**src/rtl/core/fr_pkg.sv**
```systemverilog
package fr_pkg;

	localparam int WORD_BITS = 32;
	localparam int CNT_W     = $clog2(WORD_BITS);
	localparam int QDEPTH    = 2;
	localparam int QPTR_W    = $clog2(QDEPTH);
	localparam int QCNT_W    = $clog2(QDEPTH + 1);

	localparam logic [WORD_BITS-1:0] MAX_MAG = {1'b0, {(WORD_BITS-1){1'b1}}};

	typedef enum logic [1:0] {
		CLS_NORMAL,
		CLS_ZERO,
		CLS_INVALID
	} fr_cls_t;

	typedef struct packed {
		logic signed [WORD_BITS-1:0] num_in;
		logic signed [WORD_BITS-1:0] den_in;
	} fr_in_t;

	typedef struct packed {
		logic signed [WORD_BITS-1:0] num_out;
		logic [WORD_BITS-2:0]        den_out;
		logic                        reduced;
		logic                        invalid;
	} fr_out_t;

	// classified transaction handed from front to back
	typedef struct packed {
		fr_cls_t              cls;
		logic [WORD_BITS-1:0] raw_num;
		logic [WORD_BITS-1:0] nmag;
		logic [WORD_BITS-1:0] dmag;
		logic                 neg;
	} fr_entry_t;

	// magnitude of a two's complement word; the most negative value maps to 2^(W-1)
	function automatic logic [WORD_BITS-1:0] mag_of(input logic [WORD_BITS-1:0] v);
		logic [WORD_BITS-1:0] m;
		m = v[WORD_BITS-1] ? (~v + 1'b1) : v;
		return m;
	endfunction

endpackage

```
**src/rtl/core/fr_front.sv**
```systemverilog
module fr_front (
	input  logic              clk,
	input  logic              arst_n,
	input  logic              req_valid,
	output logic              req_ready,
	input  fr_pkg::fr_in_t    req,
	output logic              q_valid,
	input  logic              q_ready,
	output fr_pkg::fr_entry_t q_entry
);
	import fr_pkg::*;

	fr_entry_t           mem_q [QDEPTH];
	logic [QPTR_W-1:0]   wp_q;
	logic [QPTR_W-1:0]   rp_q;
	logic [QCNT_W-1:0]   cnt_q;
	fr_entry_t           ent;
	logic                push;
	logic                pop;

	always_comb begin
		ent.raw_num = req.num_in;
		ent.nmag    = mag_of(req.num_in);
		ent.dmag    = mag_of(req.den_in);
		ent.neg     = req.num_in[WORD_BITS-1] ^ req.den_in[WORD_BITS-1];
		if (req.den_in == '0) begin
			ent.cls = CLS_INVALID;
		end else if (req.num_in == '0) begin
			ent.cls = CLS_ZERO;
		end else begin
			ent.cls = CLS_NORMAL;
		end
	end

	assign req_ready = (cnt_q != QCNT_W'(QDEPTH));
	assign q_valid   = (cnt_q != '0);
	assign q_entry   = mem_q[rp_q];
	assign push      = req_valid && req_ready;
	assign pop       = q_valid && q_ready;

	always_ff @(posedge clk) begin
		if (push) begin
			mem_q[wp_q] <= ent;
		end
	end

	always_ff @(posedge clk or negedge arst_n) begin
		if (!arst_n) begin
			wp_q  <= '0;
			rp_q  <= '0;
			cnt_q <= '0;
		end else begin
			if (push) begin
				wp_q <= (wp_q == QPTR_W'(QDEPTH - 1)) ? '0 : wp_q + 1'b1;
			end
			if (pop) begin
				rp_q <= (rp_q == QPTR_W'(QDEPTH - 1)) ? '0 : rp_q + 1'b1;
			end
			case ({push, pop})
				2'b10:   cnt_q <= cnt_q + 1'b1;
				2'b01:   cnt_q <= cnt_q - 1'b1;
				default: cnt_q <= cnt_q;
			endcase
		end
	end

endmodule

```
**src/rtl/core/fr_back.sv**
```systemverilog
module fr_back (
	input  logic              clk,
	input  logic              arst_n,
	input  logic              q_valid,
	output logic              q_ready,
	input  fr_pkg::fr_entry_t q_entry,
	output logic              rsp_valid,
	input  logic              rsp_ready,
	output fr_pkg::fr_out_t   rsp
);
	import fr_pkg::*;

	typedef enum logic [1:0] {
		ST_IDLE,
		ST_GCD,
		ST_DIV,
		ST_FIN
	} state_t;

	state_t               state_q;
	fr_entry_t            ent_q;
	logic [WORD_BITS-1:0] a_q;
	logic [WORD_BITS-1:0] b_q;
	logic [CNT_W-1:0]     k_q;
	logic [WORD_BITS-1:0] g_q;
	logic                 red_q;
	logic [WORD_BITS:0]   rn_q;
	logic [WORD_BITS:0]   rd_q;
	logic [WORD_BITS-1:0] nq_q;
	logic [WORD_BITS-1:0] dq_q;
	logic [CNT_W-1:0]     cnt_q;
	fr_out_t              rsp_q;
	logic                 rsp_valid_q;

	logic [WORD_BITS:0]   diff;
	logic [WORD_BITS-1:0] g_nxt;
	logic [WORD_BITS:0]   rn_try;
	logic [WORD_BITS:0]   rd_try;
	logic [WORD_BITS:0]   dvs;
	logic                 nbit;
	logic                 dbit;
	logic [WORD_BITS-1:0] nres;
	logic [WORD_BITS-1:0] dres;
	fr_out_t              fin;
	logic                 out_free;

	assign q_ready   = (state_q == ST_IDLE);
	assign rsp_valid = rsp_valid_q;
	assign rsp       = rsp_q;
	assign out_free  = !rsp_valid_q || rsp_ready;

	always_comb begin
		diff   = {1'b0, a_q} - {1'b0, b_q};
		g_nxt  = a_q << k_q;
		dvs    = {1'b0, g_q};
		rn_try = {rn_q[WORD_BITS-1:0], nq_q[WORD_BITS-1]};
		rd_try = {rd_q[WORD_BITS-1:0], dq_q[WORD_BITS-1]};
		nbit   = (rn_try >= dvs);
		dbit   = (rd_try >= dvs);
	end

	always_comb begin
		case (ent_q.cls)
			CLS_NORMAL: begin
				nres = nq_q;
				dres = dq_q;
			end
			default: begin
				nres = '0;
				dres = ent_q.dmag;
			end
		endcase
		if (nres > MAX_MAG) nres = MAX_MAG;
		if (dres > MAX_MAG) dres = MAX_MAG;
		if (ent_q.cls == CLS_INVALID) begin
			fin.num_out = ent_q.raw_num;
			fin.den_out = '0;
			fin.reduced = 1'b0;
			fin.invalid = 1'b1;
		end else begin
			fin.num_out = ent_q.neg ? (~nres + 1'b1) : nres;
			fin.den_out = dres[WORD_BITS-2:0];
			fin.reduced = (ent_q.cls == CLS_NORMAL) && red_q;
			fin.invalid = 1'b0;
		end
	end

	always_ff @(posedge clk) begin
		case (state_q)
			ST_IDLE: begin
				if (q_valid) begin
					ent_q <= q_entry;
					a_q   <= q_entry.nmag;
					b_q   <= q_entry.dmag;
					k_q   <= '0;
				end
			end
			ST_GCD: begin
				if (a_q == b_q) begin
					g_q   <= g_nxt;
					red_q <= (g_nxt != WORD_BITS'(1));
					rn_q  <= '0;
					rd_q  <= '0;
					nq_q  <= ent_q.nmag;
					dq_q  <= ent_q.dmag;
					cnt_q <= CNT_W'(WORD_BITS - 1);
				end else if (!a_q[0] && !b_q[0]) begin
					a_q <= a_q >> 1;
					b_q <= b_q >> 1;
					k_q <= k_q + 1'b1;
				end else if (!a_q[0]) begin
					a_q <= a_q >> 1;
				end else if (!b_q[0]) begin
					b_q <= b_q >> 1;
				end else if (!diff[WORD_BITS]) begin
					a_q <= diff[WORD_BITS-1:0] >> 1;
				end else begin
					b_q <= (~diff[WORD_BITS-1:0] + 1'b1) >> 1;
				end
			end
			ST_DIV: begin
				rn_q  <= nbit ? (rn_try - dvs) : rn_try;
				rd_q  <= dbit ? (rd_try - dvs) : rd_try;
				nq_q  <= {nq_q[WORD_BITS-2:0], nbit};
				dq_q  <= {dq_q[WORD_BITS-2:0], dbit};
				cnt_q <= cnt_q - 1'b1;
			end
			default: begin
			end
		endcase
	end

	always_ff @(posedge clk or negedge arst_n) begin
		if (!arst_n) begin
			state_q     <= ST_IDLE;
			rsp_valid_q <= 1'b0;
			rsp_q       <= '0;
		end else begin
			case (state_q)
				ST_IDLE: begin
					if (q_valid) begin
						state_q <= (q_entry.cls == CLS_NORMAL) ? ST_GCD : ST_FIN;
					end
				end
				ST_GCD: begin
					if (a_q == b_q) state_q <= ST_DIV;
				end
				ST_DIV: begin
					if (cnt_q == '0) state_q <= ST_FIN;
				end
				ST_FIN: begin
					if (out_free) state_q <= ST_IDLE;
				end
				default: state_q <= ST_IDLE;
			endcase
			if (state_q == ST_FIN && out_free) begin
				rsp_q       <= fin;
				rsp_valid_q <= 1'b1;
			end else if (rsp_valid_q && rsp_ready) begin
				rsp_valid_q <= 1'b0;
			end
		end
	end

endmodule

```
**src/rtl/core/fraction_reducer.sv**
```systemverilog
// Zero denominator or zero numerator: the back end skips straight to the
// result. Otherwise a binary GCD loop runs, then a shift-subtract division of
// both magnitudes by the GCD in parallel.
// Throughput: one transaction per back-end pass; the back end takes no new
// entry until the last result is registered. A 2-entry queue decouples input.
// Reset (arst_n, async, active low) empties the queue and the result register.
module fraction_reducer (
	input  logic            clk,
	input  logic            arst_n,
	input  logic            req_valid,
	output logic            req_ready,
	input  fr_pkg::fr_in_t  req,
	output logic            rsp_valid,
	input  logic            rsp_ready,
	output fr_pkg::fr_out_t rsp
);
	import fr_pkg::*;

	logic      q_valid;
	logic      q_ready;
	fr_entry_t q_entry;

	fr_front u_front (
		.clk       (clk),
		.arst_n    (arst_n),
		.req_valid (req_valid),
		.req_ready (req_ready),
		.req       (req),
		.q_valid   (q_valid),
		.q_ready   (q_ready),
		.q_entry   (q_entry)
	);

	fr_back u_back (
		.clk       (clk),
		.arst_n    (arst_n),
		.q_valid   (q_valid),
		.q_ready   (q_ready),
		.q_entry   (q_entry),
		.rsp_valid (rsp_valid),
		.rsp_ready (rsp_ready),
		.rsp       (rsp)
	);

	a_invalid_clean: assert property (@(posedge clk) disable iff (!arst_n)
		rsp_valid && rsp.invalid |-> rsp.den_out == '0 && !rsp.reduced)
		else $error("invalid transaction carries denominator or reduced flag");

	a_den_nonzero: assert property (@(posedge clk) disable iff (!arst_n)
		rsp_valid && !rsp.invalid |-> rsp.den_out != '0)
		else $error("valid transaction has zero denominator");

	a_reduced_num: assert property (@(posedge clk) disable iff (!arst_n)
		rsp_valid && rsp.reduced |-> rsp.num_out != '0)
		else $error("reduced transaction has zero numerator");

endmodule
```
**config.mk**
```make
export PLATFORM = sky130hd
export DESIGN_NAME = fraction_reducer
export DESIGN_NICKNAME = d
export VERILOG_FILES = /design/src/rtl/core/fr_pkg.sv /design/src/rtl/core/fr_front.sv /design/src/rtl/core/fr_back.sv /design/src/rtl/core/fraction_reducer.sv
export SDC_FILE = /design/constraint.sdc
export NUM_CORES = 1
export LEC_CHECK = 0
export ABC_AREA = 1
export BUFFER_PORTS_ARGS = -buffer_cell sky130_fd_sc_hd__buf_2
export CAP_MARGIN = 20
export CORE_MARGIN = 2
export CORE_UTILIZATION = 45
export CTS_CLUSTER_DIAMETER = 150
export CTS_CLUSTER_SIZE = 10
export DETAILED_ROUTE_END_ITERATION = 6
export SYNTH_ARGS = -nofsm -noshare
export SYNTH_HDL_FRONTEND = slang
export SYNTH_SLANG_ARGS = --single-unit
export TNS_END_PERCENT = 50
```
**constraint.sdc**
```tcl
create_clock -name clk -period 12.9 [get_ports clk]
set_clock_uncertainty 0.2 [all_clocks]
set_input_delay 0.645 -clock clk [delete_from_list [all_inputs] [get_ports clk]]
set_output_delay 0.645 -clock clk [all_outputs]
set_load 0.02 [all_outputs]
```
==> results.json <==
{
  "status": "complete, no violations",
  "synth_ff_type": "edfxtp_1",
  "synth-edff-count": 529,
  "final_common_cell": "nand2_1",
  "fin_cells": 5253,
  "antenna_found_initial": 4,
  "core.rowCount": 101,
  "post_dp_cell_area_um2": 36300,
  "synth_seq_area_share": 0.510,
  "final.setup.tns_ns": 0,
  "crit_fanout": 70,
  "fin_area_um2": 38400,
  "cap_violations": 0,
  "ys_seq_elements": 601,
  "ys_warn_count": 0,
  "hold_violations": 0,
  "p_sw_frac": 0.497,
  "core-area_um2": 76100,
  "yosysUniqueCellTypes": 59,
  "fp.dieW_um": 282,
  "startpoint_type": "register",
  "nNetsFinal": 4355,
  "diodes": 0,
  "netlist_top_cells_area": "edfxtp_1 (46%), nand2_1 (14%), dfrtp_1 (5.2%)",
  "area_growth_pct": 10.9,
  "cellPowerDensity_nw_per_um2": 309,
  "initial_utilization": 0.456,
  "yosys.area.top_type": "edfxtp_1",
  "grt-ovfl-total": 0,
  "end_kind": "register",
  "combPwrFrac": 0.543,
  "place_ws_ns": 8.32,
  "dieArea_um2": 79200,
  "drc": 0,
  "syn_area_um2": 34700,
  "synth_nets": 4272,
  "period_minus_slack_ns": 4.63,
  "routed_via_density": 5.40,
  "async_flop_share": 0.120,
  "htree_levels": 3,
  "hp-class": "in -> reg",
  "p_clk_frac": 0.157,
  "p_total_mw": 11.9,
  "holdBufCountCts": 1,
  "drt-total-wl_mm": 109,
  "arrival_ns": 4.67,
  "slew_headroom": 0.232,
  "setup_viol": 0,
  "ios": 135,
  "clkLatencyLatePin_ns": 0.63,
  "syn_area_per_cell_um2": 8.47,
  "grt_pass1_wl_mm": 164,
  "worstMarginPinSlew_ns": 1.15,
  "num_vias": 28384,
  "clkSlewWorstSetupHoldPaths_ns": 0.06,
  "synth_top_area_frac": 0.458,
  "p_leak_nw": 16.6,
  "vdd_drop_max_v": 0.000137,
  "ctsRootBufferMaster": "clkbuf_16",
  "finalMaxSlewViolations": 0,
  "crit_type": "reg -> reg",
  "grt_pass1_vias": 27034,
  "port_buffers": 134,
  "grt_usage": 0.275,
  "fillers": 7300,
  "switchingPower_mw": 5.90,
  "required_ns": 12.93,
  "p_seq_frac": 0.300,
  "grt_max_degree": 76,
  "rsz0062_at_grt": "no",
  "syn_inst": 4092,
  "dp.cells": 5131,
  "fin_ws_ns": 8.27,
  "cts-resized-gates": 0,
  "ant_nets": 0,
  "p_int_mw": 5.98,
  "routedWlPerCell_um": 20.7,
  "fp.dieH_um": 282,
  "clockBufferDepth": 3,
  "cts_tree": "done",
  "hpwlAfterDp_mm": 81.7,
  "cts.sink_count": 601,
  "clock.fmax_ghz": 0.216,
  "drtIter0Drc": 2693,
  "cts_setup_buffers": 0,
  "final_cell_mix": "nand2_1 (1,252), edfxtp_1 (529), inv_1 (398)",
  "firstDrtPassIters": 5,
  "gp_congestion": 0.993,
  "drive_above_1_share": 0.0819,
  "fin_crit_sh": 0.359,
  "cts_buffers": 70
}
[final cells by class]
type                       instances  area (um2)  area share
timing repair buffer             164         913      0.0238
multi-input combinational       2927       14900       0.388
clock buffer                     112        1910      0.0497
sequential                       601       17700       0.460
inverter                         411        1550      0.0402
tap                             1030        1290      0.0335
clock inverter                     8         178     0.00462
[kinds of logic (layout without fill, tap and decap cells)]
kind of cell	after synthesis	after routing	synth area share
buffers and inverters	564	695	0.0621
AO/OA/AOI/OAI	777	777	0.124
XOR/XNOR	145	145	0.0366
AND/OR/NAND/NOR	1892	1892	0.225
adder cells (fa/ha/maj)	112	112	0.0411
multiplexers	1	1	0.000289
flip-flops	601	601	0.510
[synthesized netlist by cell type (all sizes together), types with 68 or more instances]
cell type  number
nand2        1282
edfxtp        529
inv           408
o21ai         344
nor2          328
a21oi         289
nand3         171
clkbuf        120
ha            109
xor2           77
dfrtp          72
xnor2          68
[power by group through the flow]
| stage | clock network [mW] | logic [mW] | registers [mW] |
|---|---|---|---|
| final | 1.86 | 6.45 | 3.56 |
| after floorplan | 0 | 4.24 | 3.65 |
| after CTS | 1.89 | 6.40 | 3.55 |
| after detailed placement | 0 | 6.38 | 3.58 |
| after global routing | 1.96 | 7.14 | 3.63 |
| after global placement | 0 | 6.38 | 3.56 |
[stage by stage]
| stage | utilization | hold slack, ns |
|---|---|---|
| floorplan | - | 0.149 |
| finish | 0.505 | 0.0266 |
| detailed placement | 0.478 | 0.266 |
| CTS | 0.505 | 0.00634 |
| global route | 0.505 | 0.00945 |
| global placement | 0.478 | 0.260 |
[worst max-delay path: stages, from the launching register on]
cell	delay [ns]
dfrtp_1	0.41
inv_1	0.10
ha_2	0.17
buf_4	0.33
inv_2	0.10
buf_4	0.64
nor2_2	0.07
buf_4	0.28
or2_2	0.32
inv_1	0.06
nand2_1	0.13
nor2_1	0.43
inv_1	0.19
nand2_2	0.73
[state kept, by name (all words and copies together), names as in the netlist, 2 cells and up]
signal and flops:
u_back.b_q 32, u_back.rd_q 32, u_back.state_q 2, u_back.rsp 65, u_front.mem_q 196, u_back.dq_q 32
u_back.cnt_q 5, u_back.rn_q 32, u_back.ent_q 98, u_back.g_q 32, u_back.nq_q 32, u_front.cnt_q 2
u_back.k_q 5, u_back.a_q 32
[metal layers]
| layer | GRT usage | wire length, um | share of wire | up-vias |
|---|---|---|---|---|
| met5 | 0 | 0 | 0 | - |
| met4 | 0.107 | 4380 | 0.040 | 0 |
| met3 | 0.0297 | 5650 | 0.052 | 172 |
| met2 | 0.450 | 50700 | 0.47 | 756 |
| met1 | 0.377 | 48200 | 0.44 | 13571 |
| li1 | - | - | - | 13885 |
[worst paths after layout]
| kind | start | end | slack, ns | depth (start not counted) |
|---|---|---|---|---|
| max | u_back.state_q[1]$_DFFE_PN0P_ | u_back.b_q[11]$_DFFE_PP_ | 8.27 | 13 |
| min | req[34] | u_front.mem_q[0][67]$_DFFE_PP_ | 0.03 | 1 |
| max reg2reg | u_back.state_q[1]$_DFFE_PN0P_ | u_back.b_q[11]$_DFFE_PP_ | 8.27 | 13 |
| min reg2reg | u_back.rsp[1]$_DFFE_PN0P_ | u_back.rsp[1]$_DFFE_PN0P_ | 0.28 | 2 |
| max in group asynchronous | arst_n | u_back.rsp[8]$_DFFE_PN0P_ | 11.14 | 3 |
| min in group asynchronous | arst_n | u_back.rsp[29]$_DFFE_PN0P_ | 0.28 | 2 |
No activity file was read; power rests on OpenSTA's default activity.
